$ cat config.mk
export PLATFORM = sky130hd
export DESIGN_NAME = arm_elf_relocation_patch_top_flat
export DESIGN_NICKNAME = d
export VERILOG_FILES = /design/src/design/arel_pkg.sv /design/src/design/arel_if.sv /design/src/design/arm_elf_relocation_patch_top.sv /design/src/design/arel_regs.sv /design/src/design/arel_core.sv /design/src/flat_wrapper.sv
export VERILOG_INCLUDE_DIRS = /design/src /design/src/design
export SDC_FILE = /design/constraint.sdc
export NUM_CORES = 1
export LEC_CHECK = 0
export ABC_AREA = 1
export BUFFER_PORTS_ARGS = -buffer_cell sky130_fd_sc_hd__buf_2
export CAP_MARGIN = 20
export CORE_UTILIZATION = 40
export DETAILED_ROUTE_END_ITERATION = 10
export HOLD_SLACK_MARGIN = 0.06
export PLACE_DENSITY = 0.67
export SLEW_MARGIN = 20
export SYNTH_ARGS = -nofsm -noshare
export SYNTH_HDL_FRONTEND = slang
export SYNTH_SLANG_ARGS = --single-unit
$ cat constraint.sdc
create_clock -name clk -period 10.2 [get_ports clk]
set_input_delay 0.51 -clock clk [delete_from_list [all_inputs] [get_ports clk]]
set_output_delay 0.51 -clock clk [all_outputs]
set_load 0.02 [all_outputs]
$ cat src/design/assert_macros.svh
// ----------------------------------------------------------------------------
// assert_macros.svh
// shared concurrent assertion macros for the relocation patch block
// ----------------------------------------------------------------------------
`ifndef ASSERT_MACROS_SVH
`define ASSERT_MACROS_SVH

// checked on every clock edge outside of reset
`define AREL_ASSERT(lbl, clk, rstn, prop, msg) \
	lbl: assert property (@(posedge clk) disable iff (!(rstn)) (prop)) else $error(msg);

// checked on every clock edge, reset included
`define AREL_ASSERT_ALWAYS(lbl, clk, prop, msg) \
	lbl: assert property (@(posedge clk) (prop)) else $error(msg);

`endif

$ cat src/design/arel_pkg.sv
// ----------------------------------------------------------------------------
// arel_pkg
// types, codes and decode helpers for the ARM ELF32 relocation patcher
// ----------------------------------------------------------------------------
package arel_pkg;

	// relocation type codes
	localparam logic [7:0] KIND_NONE       = 8'd0;
	localparam logic [7:0] KIND_PC24       = 8'd1;
	localparam logic [7:0] KIND_ABS32      = 8'd2;
	localparam logic [7:0] KIND_REL32      = 8'd3;
	localparam logic [7:0] KIND_THM_CALL   = 8'd10;
	localparam logic [7:0] KIND_GLOB_DAT   = 8'd21;
	localparam logic [7:0] KIND_JUMP_SLOT  = 8'd22;
	localparam logic [7:0] KIND_RELATIVE   = 8'd23;
	localparam logic [7:0] KIND_PLT32      = 8'd27;
	localparam logic [7:0] KIND_CALL       = 8'd28;
	localparam logic [7:0] KIND_JUMP24     = 8'd29;
	localparam logic [7:0] KIND_THM_JUMP24 = 8'd30;
	localparam logic [7:0] KIND_V4BX       = 8'd40;

	// status codes
	localparam logic [1:0] ST_OK        = 2'd0;
	localparam logic [1:0] ST_UNSUPP    = 2'd1;
	localparam logic [1:0] ST_THUMB_BAD = 2'd2;

	// register map
	localparam int unsigned ADDR_W = 3;
	localparam logic REG_LOAD_BASE = 1'b0;
	localparam logic REG_LINK_BASE = 1'b1;

	// patch constants
	localparam logic [31:0] V4BX_KEEP   = 32'hf000000f;
	localparam logic [31:0] V4BX_SET    = 32'h01a0f000;
	localparam logic [31:0] THM_BIAS    = 32'h00ffffff;
	localparam logic [31:0] THM_SPAN    = 32'h01fffffe;

	typedef enum logic [3:0] {
		CLS_NONE,
		CLS_ABS,
		CLS_REL,
		CLS_ARM24,
		CLS_V4BX,
		CLS_GOT,
		CLS_RELATIVE,
		CLS_THUMB,
		CLS_UNSUPP
	} cls_t;

	typedef struct packed {
		logic [31:0] load_base;
		logic [31:0] link_base;
	} cfg_t;

	// map a type code to its patch class
	function automatic cls_t decode_kind(input logic [7:0] kind);
		cls_t cls;
		case (kind) inside
			KIND_NONE: cls = CLS_NONE;
			KIND_ABS32: cls = CLS_ABS;
			KIND_REL32: cls = CLS_REL;
			KIND_PC24, KIND_PLT32, KIND_CALL, KIND_JUMP24: cls = CLS_ARM24;
			KIND_V4BX: cls = CLS_V4BX;
			KIND_GLOB_DAT, KIND_JUMP_SLOT: cls = CLS_GOT;
			KIND_RELATIVE: cls = CLS_RELATIVE;
			KIND_THM_CALL, KIND_THM_JUMP24: cls = CLS_THUMB;
			default: cls = CLS_UNSUPP;
		endcase
		return cls;
	endfunction

	// decode the 25-bit thumb branch offset, sign extended
	function automatic logic [31:0] thumb_offset(input logic [31:0] word);
		logic s;
		logic i1;
		logic i2;
		s = word[10];
		i1 = ~(word[29] ^ s);
		i2 = ~(word[27] ^ s);
		return {{7{s}}, s, i1, i2, word[9:0], word[26:16], 1'b0};
	endfunction

endpackage

$ cat src/design/arel_if.sv
// ----------------------------------------------------------------------------
// arel_if
// valid/ready channels for relocation items and patch results
// ----------------------------------------------------------------------------
interface arel_in_if;
	logic        valid;
	logic        ready;
	logic [7:0]  kind;
	logic [31:0] rel_offset;
	logic [31:0] symbol_value;
	logic [31:0] old_word;

	modport source (output valid, kind, rel_offset, symbol_value, old_word, input ready);
	modport sink (input valid, kind, rel_offset, symbol_value, old_word, output ready);
endinterface

interface arel_out_if;
	logic        valid;
	logic        ready;
	logic [31:0] new_word;
	logic        write_back;
	logic [1:0]  status;

	modport source (output valid, new_word, write_back, status, input ready);
	modport sink (input valid, new_word, write_back, status, output ready);
endinterface

$ cat src/design/arm_elf_relocation_patch_top.sv
// ----------------------------------------------------------------------------
// arm_elf_relocation_patch_top
// ARM ELF32 relocation patcher: APB base registers plus patch pipeline
// ----------------------------------------------------------------------------
// Each relocation item on req yields exactly one result on rsp, and a new item
// is taken in every cycle while rsp is ready; the patch pipeline has four
// register stages (place address, S - P, branch sums, encode and result
// register). Stalls on rsp back up stage by stage without losing items.
// load_base (byte address 0) and link_base (byte address 4) are to be written
// over APB by the user only while no item is in flight; the block itself does
// not enforce this.

module arm_elf_relocation_patch_top (
	input  logic                          clk,
	input  logic                          arst_n,
	input  logic                          psel,
	input  logic                          penable,
	input  logic                          pwrite,
	input  logic [arel_pkg::ADDR_W-1:0]   paddr,
	input  logic [31:0]                   pwdata,
	output logic [31:0]                   prdata,
	output logic                          pready,
	arel_in_if.sink                       req,
	arel_out_if.source                    rsp
);

	arel_pkg::cfg_t cfg;

	// base address registers
	arel_regs u_regs (
		.clk     (clk),
		.arst_n  (arst_n),
		.psel    (psel),
		.penable (penable),
		.pwrite  (pwrite),
		.paddr   (paddr),
		.pwdata  (pwdata),
		.prdata  (prdata),
		.pready  (pready),
		.cfg     (cfg)
	);

	// patch pipeline
	arel_core u_core (
		.clk    (clk),
		.arst_n (arst_n),
		.cfg    (cfg),
		.req    (req),
		.rsp    (rsp)
	);

endmodule

$ cat src/design/arel_regs.sv
// ----------------------------------------------------------------------------
// arel_regs
// APB register file holding the load and link base addresses
// ----------------------------------------------------------------------------
module arel_regs (
	input  logic                          clk,
	input  logic                          arst_n,
	input  logic                          psel,
	input  logic                          penable,
	input  logic                          pwrite,
	input  logic [arel_pkg::ADDR_W-1:0]   paddr,
	input  logic [31:0]                   pwdata,
	output logic [31:0]                   prdata,
	output logic                          pready,
	output arel_pkg::cfg_t                cfg
);

	logic [31:0] load_base_q;
	logic [31:0] link_base_q;
	logic        wr_en;
	logic        reg_sel;

	assign pready  = 1'b1;
	assign reg_sel = paddr[2];
	assign wr_en   = psel & penable & pwrite & pready;

	// register writes in the access phase
	always_ff @(posedge clk or negedge arst_n) begin
		if (!arst_n) begin
			load_base_q <= '0;
			link_base_q <= '0;
		end else if (wr_en) begin
			case (reg_sel)
				arel_pkg::REG_LOAD_BASE: load_base_q <= pwdata;
				arel_pkg::REG_LINK_BASE: link_base_q <= pwdata;
				default: ;
			endcase
		end
	end

	// read mux
	always_comb begin
		case (reg_sel)
			arel_pkg::REG_LOAD_BASE: prdata = load_base_q;
			arel_pkg::REG_LINK_BASE: prdata = link_base_q;
			default: prdata = '0;
		endcase
	end

	assign cfg.load_base = load_base_q;
	assign cfg.link_base = link_base_q;

endmodule

$ cat src/design/arel_core.sv
// ----------------------------------------------------------------------------
// arel_core
// four-stage relocation patch pipeline with per-stage valid and stall
// ----------------------------------------------------------------------------
`include "assert_macros.svh"

module arel_core (
	input  logic            clk,
	input  logic            arst_n,
	input  arel_pkg::cfg_t  cfg,
	arel_in_if.sink         req,
	arel_out_if.source      rsp
);

	// stage valids and stage acceptance
	logic v1_s1;
	logic v2_s2;
	logic v3_s3;
	logic v4_s4;
	logic rdy1;
	logic rdy2;
	logic rdy3;
	logic rdy4;

	// stage 1 payload
	arel_pkg::cls_t cls_s1;
	logic [31:0]    sym_s1;
	logic [31:0]    word_s1;
	logic [31:0]    place_s1;

	// stage 2 payload
	arel_pkg::cls_t cls_s2;
	logic [31:0]    sym_s2;
	logic [31:0]    word_s2;
	logic [31:0]    smp_s2;
	logic [31:0]    wsum_s2;
	logic [31:0]    arm_add_s2;
	logic [31:0]    thm_off_s2;

	// stage 3 payload
	arel_pkg::cls_t cls_s3;
	logic [31:0]    sym_s3;
	logic [31:0]    word_s3;
	logic [31:0]    wsum_s3;
	logic [31:0]    rel_s3;
	logic [31:0]    arm_sum_s3;
	logic [31:0]    thm_sum_s3;

	// stage 4 result register
	logic [31:0] new_word_s4;
	logic        wb_s4;
	logic [1:0]  status_s4;

	// final stage combinational result
	logic [31:0] thm_chk;
	logic        thm_ok;
	logic        ns;
	logic        j1;
	logic        j2;
	logic [31:0] thm_word;
	logic [31:0] res_d;
	logic        wb_d;
	logic [1:0]  st_d;

	// a stage takes a new item when empty or when its item moves on
	assign rdy4      = ~v4_s4 | rsp.ready;
	assign rdy3      = ~v3_s3 | rdy4;
	assign rdy2      = ~v2_s2 | rdy3;
	assign rdy1      = ~v1_s1 | rdy2;
	assign req.ready = rdy1;

	// valid bits
	always_ff @(posedge clk or negedge arst_n) begin
		if (!arst_n) begin
			v1_s1 <= 1'b0;
			v2_s2 <= 1'b0;
			v3_s3 <= 1'b0;
			v4_s4 <= 1'b0;
		end else begin
			if (rdy1) v1_s1 <= req.valid;
			if (rdy2) v2_s2 <= v1_s1;
			if (rdy3) v3_s3 <= v2_s2;
			if (rdy4) v4_s4 <= v3_s3;
		end
	end

	// stage 1: decode type, runtime place address
	always_ff @(posedge clk) begin
		if (rdy1 && req.valid) begin
			cls_s1   <= arel_pkg::decode_kind(req.kind);
			sym_s1   <= req.symbol_value;
			word_s1  <= req.old_word;
			place_s1 <= cfg.load_base + req.rel_offset - cfg.link_base;
		end
	end

	// stage 2: S - P, word + S, arm addend, thumb offset decode
	always_ff @(posedge clk) begin
		if (rdy2 && v1_s1) begin
			cls_s2     <= cls_s1;
			sym_s2     <= sym_s1;
			word_s2    <= word_s1;
			smp_s2     <= sym_s1 - place_s1;
			wsum_s2    <= word_s1 + sym_s1;
			arm_add_s2 <= {{6{word_s1[23]}}, word_s1[23:0], 2'b00};
			thm_off_s2 <= arel_pkg::thumb_offset(word_s1);
		end
	end

	// stage 3: pc-relative sums
	always_ff @(posedge clk) begin
		if (rdy3 && v2_s2) begin
			cls_s3     <= cls_s2;
			sym_s3     <= sym_s2;
			word_s3    <= word_s2;
			wsum_s3    <= wsum_s2;
			rel_s3     <= word_s2 + smp_s2;
			arm_sum_s3 <= smp_s2 + arm_add_s2;
			thm_sum_s3 <= thm_off_s2 + smp_s2;
		end
	end

	// thumb range check and re-encode
	always_comb begin
		thm_chk  = thm_sum_s3 + arel_pkg::THM_BIAS;
		thm_ok   = thm_sum_s3[0] && (thm_chk <= arel_pkg::THM_SPAN);
		ns       = thm_sum_s3[24];
		j1       = ns ^ ~thm_sum_s3[23];
		j2       = ns ^ ~thm_sum_s3[22];
		thm_word = {word_s3[31:30], j1, word_s3[28], j2, thm_sum_s3[11:1],
			word_s3[15:11], ns, thm_sum_s3[21:12]};
	end

	// result select per class
	always_comb begin
		res_d = word_s3;
		wb_d  = 1'b1;
		st_d  = arel_pkg::ST_OK;
		case (cls_s3)
			arel_pkg::CLS_NONE: wb_d = 1'b0;
			arel_pkg::CLS_ABS: res_d = wsum_s3;
			arel_pkg::CLS_REL: res_d = rel_s3;
			arel_pkg::CLS_ARM24: res_d = {word_s3[31:24], arm_sum_s3[25:2]};
			arel_pkg::CLS_V4BX: res_d = (word_s3 & arel_pkg::V4BX_KEEP) | arel_pkg::V4BX_SET;
			arel_pkg::CLS_GOT: res_d = sym_s3;
			arel_pkg::CLS_RELATIVE: res_d = wsum_s3;
			arel_pkg::CLS_THUMB: begin
				if (thm_ok) begin
					res_d = thm_word;
				end else begin
					wb_d = 1'b0;
					st_d = arel_pkg::ST_THUMB_BAD;
				end
			end
			default: begin
				wb_d = 1'b0;
				st_d = arel_pkg::ST_UNSUPP;
			end
		endcase
	end

	// stage 4: output register
	always_ff @(posedge clk) begin
		if (rdy4 && v3_s3) begin
			new_word_s4 <= res_d;
			wb_s4       <= wb_d;
			status_s4   <= st_d;
		end
	end

	assign rsp.valid      = v4_s4;
	assign rsp.new_word   = new_word_s4;
	assign rsp.write_back = wb_s4;
	assign rsp.status     = status_s4;

	// checks
	`AREL_ASSERT(a_stall_holds_s1, clk, arst_n, v1_s1 && !rdy2 |=> v1_s1, "stage 1 item dropped on stall")
	`AREL_ASSERT(a_unsupp_status, clk, arst_n, v3_s3 && rdy4 && cls_s3 == arel_pkg::CLS_UNSUPP |=> rsp.status == arel_pkg::ST_UNSUPP && !rsp.write_back, "unsupported type not flagged")
	`AREL_ASSERT(a_thumb_status_only, clk, arst_n, v3_s3 && rdy4 && cls_s3 != arel_pkg::CLS_THUMB |=> rsp.status != arel_pkg::ST_THUMB_BAD, "thumb error on non-thumb item")
	`AREL_ASSERT(a_wb_means_ok, clk, arst_n, rsp.valid && rsp.write_back |-> rsp.status == arel_pkg::ST_OK, "write back with error status")

endmodule
$ cat src/flat_wrapper.sv
// flat-port wrapper written by rule: the top's interface ports become plain ports
module arm_elf_relocation_patch_top_flat 
  (clk, arst_n, psel, penable, pwrite, paddr, pwdata, prdata, pready, req_valid, req_kind, req_rel_offset, req_symbol_value, req_old_word, req_ready, rsp_valid, rsp_new_word, rsp_write_back, rsp_status, rsp_ready);
  arel_in_if req_i ();
  arel_out_if rsp_i ();
  input  logic clk;
  input  logic arst_n;
  input  logic psel;
  input  logic penable;
  input  logic pwrite;
  input  logic [arel_pkg::ADDR_W-1:0] paddr;
  input  logic [31:0] pwdata;
  output logic [31:0] prdata;
  output logic pready;
  input wire logic [$bits(req_i.valid)-1:0] req_valid;
  input wire logic [$bits(req_i.kind)-1:0] req_kind;
  input wire logic [$bits(req_i.rel_offset)-1:0] req_rel_offset;
  input wire logic [$bits(req_i.symbol_value)-1:0] req_symbol_value;
  input wire logic [$bits(req_i.old_word)-1:0] req_old_word;
  output wire logic [$bits(req_i.ready)-1:0] req_ready;
  output wire logic [$bits(rsp_i.valid)-1:0] rsp_valid;
  output wire logic [$bits(rsp_i.new_word)-1:0] rsp_new_word;
  output wire logic [$bits(rsp_i.write_back)-1:0] rsp_write_back;
  output wire logic [$bits(rsp_i.status)-1:0] rsp_status;
  input wire logic [$bits(rsp_i.ready)-1:0] rsp_ready;
  assign req_i.valid = req_valid;
  assign req_i.kind = req_kind;
  assign req_i.rel_offset = req_rel_offset;
  assign req_i.symbol_value = req_symbol_value;
  assign req_i.old_word = req_old_word;
  assign req_ready = req_i.ready;
  assign rsp_valid = rsp_i.valid;
  assign rsp_new_word = rsp_i.new_word;
  assign rsp_write_back = rsp_i.write_back;
  assign rsp_status = rsp_i.status;
  assign rsp_i.ready = rsp_ready;
  arm_elf_relocation_patch_top u_core (.clk(clk), .arst_n(arst_n), .psel(psel), .penable(penable), .pwrite(pwrite), .paddr(paddr), .pwdata(pwdata), .prdata(prdata), .pready(pready), .req(req_i), .rsp(rsp_i));
endmodule
# [Word-level counts from Yosys, hierarchy flattened]
# Cells that the tools add are included.
[totals] in_bits=146 ff_bits=573 out_inout_bits=70
[op_classes] muxes=14 bitwise_logic=19 add_sub_neg=8 eq_ne=19 n_lt_le_gt_ge=1 n_reduce_logical=18
[ops] cell="one-hot mux 32 bit (6 select lines)" n=1
[ops] cell="adder 32 bit" n=4
[ops] cell="one-hot mux 32 bit (2 select lines)" n=1
[ops] cell="subtractor 32 bit" n=2
[ops] cell="equality test 8 x 5 -> 1 bit (second input constant)" n=7
[ops] cell="adder 32 x 24 -> 32 bit (second input constant)" n=1
[ops] cell="less-or-equal comparator 32 x 25 -> 1 bit (second input constant)" n=1
[ops] cell="2-to-1 mux 30 bit" n=1
[ops] cell="adder 26 bit" n=1
[ops] cell="equality test 4 x 3 -> 1 bit (second input constant)" n=4
[ops] cell="equality test 8 x 2 -> 1 bit (second input constant)" n=2
[ops] cell="OR reduction 7 bit" n=2
[ops] cell="OR reduction 11 bit" n=1
[ops] cell="2-to-1 mux 3 bit" n=3
[ops] cell="inverter 1 bit" n=9
[ops] cell="equality test 4 x 2 -> 1 bit (second input constant)" n=2
[ops] cell="equality test 8 x 1 -> 1 bit (second input constant)" n=1
[ops] cell="equality test 8 x 4 -> 1 bit (second input constant)" n=1
[ops] cell="equality test 8 x 6 -> 1 bit (second input constant)" n=1
[ops] cell="logical NOT 8 bit" n=1
[ops] cell="OR reduction 2 bit" n=4
[ops] cell="2-to-1 mux 2 bit" n=3
[ops] cell="OR reduction 6 bit" n=1
[ops] cell="logical AND 1 bit" n=5
[ops] cell="11 further kinds" n=20

# [Logic depth before layout (Yosys ltp)]
[logic_depth] ltp_word=9 ltp_mapped=18

# [Cells and area by module]
# A second synthesis with hierarchy kept.
[unflattened] hier_cells=3099 area_unflattened_um2=30083.9
[modules_own_cells] module="arel_core" n_inst=1 area_per_inst_um2=27066.0 cells_each=2713
[modules_own_cells] module="arel_regs" n_inst=1 area_per_inst_um2=3017.9 cells_each=386

# [Worst setup path before layout]
# No wires, ideal clock.
[synth_timing] path_type="register to register" start="register u_core.u_core.v4_s4 (netlist: u_core.u_core.rsp.valid)" end="register u_core.u_core.cls_s1[0], enable pin" synth_period_minus_slack_ps=5631 required_time_ps=9638 setup_time_ps=562 setup_slack_ps=4569 arrival_ps=5069 path_stages_with_launch=10 cell_sequence="dfrtp_1 -> inv_1 -> nor2_1 -> inv_1 -> nor2_1 -> inv_1 -> nor2_1 -> inv_1 -> nor2_1 -> nor2_1"
[synth_between] elab_chain_len=6
[synth_lines] element="start: declaration" line_no="arel_core.sv:19" text="logic v4_s4;"
[synth_lines] element="start signal: assignment" line_no="arel_core.sv:83" text="if (rdy4) v4_s4 <= v3_s3;"
[synth_lines] element="inverter 1 bit" line_no="arel_core.sv:66" text="assign rdy4 = ~v4_s4 | rsp.ready;"
[synth_lines] element="bitwise OR 1 bit" line_no="arel_core.sv:66"
[synth_lines] element="bitwise OR 1 bit" line_no="arel_core.sv:67" text="assign rdy3 = ~v3_s3 | rdy4;"
[synth_lines] element="bitwise OR 1 bit" line_no="arel_core.sv:68" text="assign rdy2 = ~v2_s2 | rdy3;"
[synth_lines] element="bitwise OR 1 bit" line_no="arel_core.sv:69" text="assign rdy1 = ~v1_s1 | rdy2;"
[synth_lines] element="logical AND 1 bit" line_no="arel_core.sv:89" text="if (rdy1 && req.valid) begin"
[synth_lines] element="end signal: assignment" line_no="arel_core.sv:90" text="cls_s1 <= arel_pkg::decode_kind(req.kind);"
[synth_lines] element="end: declaration" line_no="arel_core.sv:26" text="arel_pkg::cls_t cls_s1;"
# No other way between the ends.
# A chain may end at the register's enable or synchronous reset.

# [Worst setup path after layout]
[layout_timing] start="register u_core.u_core.smp_s2[2]" end="register u_core.u_core.arm_sum_s3[20] (data pin)"
[layout_between] elab_chain_len=1
[layout_lines] element="start: declaration" line_no="arel_core.sv:35" text="logic [31:0] smp_s2;"
[layout_lines] element="start signal: assignment" line_no="arel_core.sv:103" text="smp_s2 <= sym_s1 - place_s1;"
[layout_lines] element="adder 26 bit" line_no="arel_core.sv:118" text="arm_sum_s3 <= smp_s2 + arm_add_s2;"
[layout_lines] element="end signal: assignment" line_no="arel_core.sv:118"
[layout_lines] element="end: declaration" line_no="arel_core.sv:46" text="logic [31:0] arm_sum_s3;"
# No other way between the ends.

==> flow_metrics.tcl <==
set metrics [dict create \
    status "finished, violations left" \
    violations "DRC" \
    drt_first_pass_iters 9 \
    synth-seq-cells 525 \
    setup_ws_ps 6690 \
    cpMostUsedCell "nand2_1" \
    finalHoldViolCount 0 \
    grt_max_degree 69 \
    io_buffers 212 \
    wl_per_cell_um 17.5 \
    cts-buffers-inserted 57 \
    final_common_cell "nand2_1" \
    power.density_nw_per_um2 272 \
    crit_family "compound AO/OA/AOI/OAI gates" \
    clk_latency_ps 640 \
    netlist_instances 3028 \
    rsz0062_at_grt "no" \
    cts.sinks 525 \
    syn-num-nets 3392 \
    crit_start "u_core.u_core.smp_s2[2]" \
    die-area_um2 75300 \
    grt_pass1_vias 21500 \
    startpoint_type "register" \
    cap_violations 0 \
    relSlewSlack_pct 29.8 \
    fin_skew_ps 32.0 \
    yosysWarnings 0 \
    finalMaxSlewViolations 0 \
    routed_wirelength_mm 75.8 \
    ioPinCount 216 \
    grt-ovfl-total 0 \
    n_fill_cell 6745 \
    path_buf_inv 1 \
    crit_chain "ha_1, inv_1, fa_1, o21ai_0, nand2_1, nand2_1, nand2_1, nand2_1, a21oi_1, o21ai_0, a21oi_1, o21ai_0, xor2_1" \
    ff2ff_path_depth 13 \
    die_x_um 274 \
    synth.distinct_cells 48 \
    grt_pass1_wl_mm 116 \
    finalCritPeriodShare_pct 34.4 \
    dp_hpwl_mm 59.3 \
    cts_tree "yes" \
    clk_pin_slew_ps 70 \
    required_ps 10550 \
    r2r-start "u_core.u_core.smp_s2[2]" \
    finalSetupViolCount 0 \
    fin_hold_ws_ps 75.2 \
    vias_per_cell 5.07 \
    cp_max_fo 4 \
    ys_seq_area_share_pct 52.0 \
    leakagePower_nw 15.2 \
    end_kind "register" \
    drive_gt1_share_pct 11.1 \
    vias 22000 \
    power_mw 9.36 \
    timing_worst_setup_path_type "reg2reg" \
    cp.arrival_ps 3860 \
    cts_resized 0 \
    track_usage_pct 20.0 \
    initial_utilization_pct 40.5 \
    clockBufferDepth 3 \
    timing.setup.tns_ps 0 \
    synthesis.area_um2 29700 \
    vdd_drop_max_uv 145 \
    rows 99 \
    area_growth_pct 15.9 \
    hold_class "in2async" \
    seq_area_um2 15400 \
    crit_path_max_incr_delay_ps 610 \
    multiInputGateArea_um2 12400 \
    h-tree-depth 2 \
    clock-root-buffer "clkbuf_16" \
    antenna_left 0 \
    routabilityCongestion 0.963 \
    pre_cts_ws_ps 6490 \
    avgSynthCellArea_um2 9.80 \
    fmax_ghz 0.285 \
    slowest_stage "edfxtp_1" \
    die_h_um 274 \
    antenna_found_initial 3 \
    r2r_slack_ps 6690 \
    worst-slew-pin-transition_ps 1040 \
    drc_errors 8 \
    core_um2 73200 \
    period_needed_ps 3510 \
    worstReg2RegEnd "u_core.u_core.arm_sum_s3[20]" \
    final_cell_mix "nand2_1 (562), edfxtp_1 (457), inv_1 (444)" \
    nets 3693 \
    drt-initial-drc-count 1501 \
]
[area by class of cell]
type,instances,area share [%]
Clock inverter,33,0.873
Tap cell,959,3.49
Timing Repair Buffer,290,5.25
Multi-Input combinational cell,2008,36.1
Inverter,447,4.90
Antenna cell,2,0.0146
Clock buffer,74,4.51
Sequential cell,525,44.9
[repair_timing]
item / in CTS / in global routing
setup buffers: 0 / 0
endpoints found under the hold margin: 63 / 0
hold buffers: 63 / 0
[flip-flops by register name, summed over array words and instances (netlist names), 25 cells and up]
| name | count |
|---|---|
| u_core.u_core.word_s3 | 32 |
| u_core.u_core.thm_sum_s3 | 31 |
| u_core.u_core.wsum_s3 | 32 |
| u_core.u_core.rel_s3 | 32 |
| u_core.u_core.rsp.new_word | 32 |
| u_core.u_core.arm_sum_s3 | 25 |
| u_core.u_core.sym_s2 | 32 |
| u_core.u_core.smp_s2 | 32 |
| u_core.u_core.word_s2 | 32 |
| u_core.u_core.sym_s3 | 32 |
| u_core.u_core.sym_s1 | 32 |
| u_core.u_core.wsum_s2 | 32 |
| u_core.u_core.word_s1 | 32 |
| u_core.u_core.place_s1 | 32 |
| u_core.u_regs.load_base_q | 32 |
| u_core.u_regs.link_base_q | 32 |
[stage by stage]
| step | util [%] | cell area, um^2 | std cells |
|---|---|---|---|
| 6_report | 47.0 | 34400 | 4338 |
| 3_5_place_dp | 43.6 | 31900 | 4166 |
| 4_1_cts | 46.9 | 34400 | 4336 |
| 5_1_grt | 47.0 | 34400 | 4338 |
| 2_1_floorplan | - | 29700 | 3028 |
| 3_3_place_gp | 43.6 | 31900 | 4166 |
[power by group]
| part | switching, mW | internal, mW |
|---|---|---|
| Sequential | 0.461 | 3.19 |
| Clock | 0.887 | 1.13 |
| Combinational | 2.32 | 1.38 |
| Total | 3.67 | 5.70 |
[cell families after synthesis]
group	after synthesis	synth area share, %
compound gates	555	10.7
xor+xnor	191	5.64
fa+ha+maj	218	10.1
buf+inv	495	6.40
flops	525	52.0
other cells	1	0.0126
simple gates	1043	15.1
[worst reg2reg max path: stages (launching register included)]
cell	delay (ps)
edfxtp_1	610
ha_1	260
inv_1	70
fa_1	450
o21ai_0	450
nand2_1	90
nand2_1	110
nand2_1	60
nand2_1	90
a21oi_1	130
o21ai_0	320
a21oi_1	190
o21ai_0	290
xor2_1	110
[Yosys cell counts (all sizes together)]
library cell    n  share of area (%)
a211o           6               0.18
a211oi          2              0.051
a21boi          7               0.18
a21o           14               0.35
a21oi         218                3.7
a221oi         22               0.65
a22o           23               0.68
a22oi           1              0.025
a31oi          27               0.57
a41oi           1              0.030
and2            2              0.042
and3            1              0.021
buf            13               0.30
clkbuf         35               0.44
clkinv          1              0.013
conb            1              0.013
dfrtp          68                5.7
edfxtp        457                 46
fa             36                2.4
ha            182                7.7
inv           446                5.6
nand2         570                7.3
nand3          89                1.9
nand3b         13               0.33
nand4          52                1.1
nor2          269                3.7
nor3           37               0.64
nor4            6               0.13
o211ai         13               0.33
o21a            4               0.10
o21ai         195                3.3
o21bai         15               0.38
o221a           6               0.23
o22ai           1              0.021
or2             4              0.084
xnor2          60                1.8
xor2          131                3.9
[layer usage]
layer	track usage, %	wire length (um)
met1	25.5	33000
met2	34.6	36400
met3	2.55	3540
met4	7.51	2800
met5	0	10
[worst max path at each step]
stage                                                end  slack, ps  cells past startpoint
after floorplan                  u_core.u_core.cls_s1[0]       4570                      9
after global placement        u_core.u_core.place_s1[31]       6550                     14
after detailed placement      u_core.u_core.place_s1[31]       6490                     14
after CTS                 u_core.u_core.rsp.new_word[17]       6650                     16
after global routing      u_core.u_core.rsp.new_word[26]       6290                     16
final                       u_core.u_core.arm_sum_s3[20]       6690                     13
(Power assumes the default switching activity.)
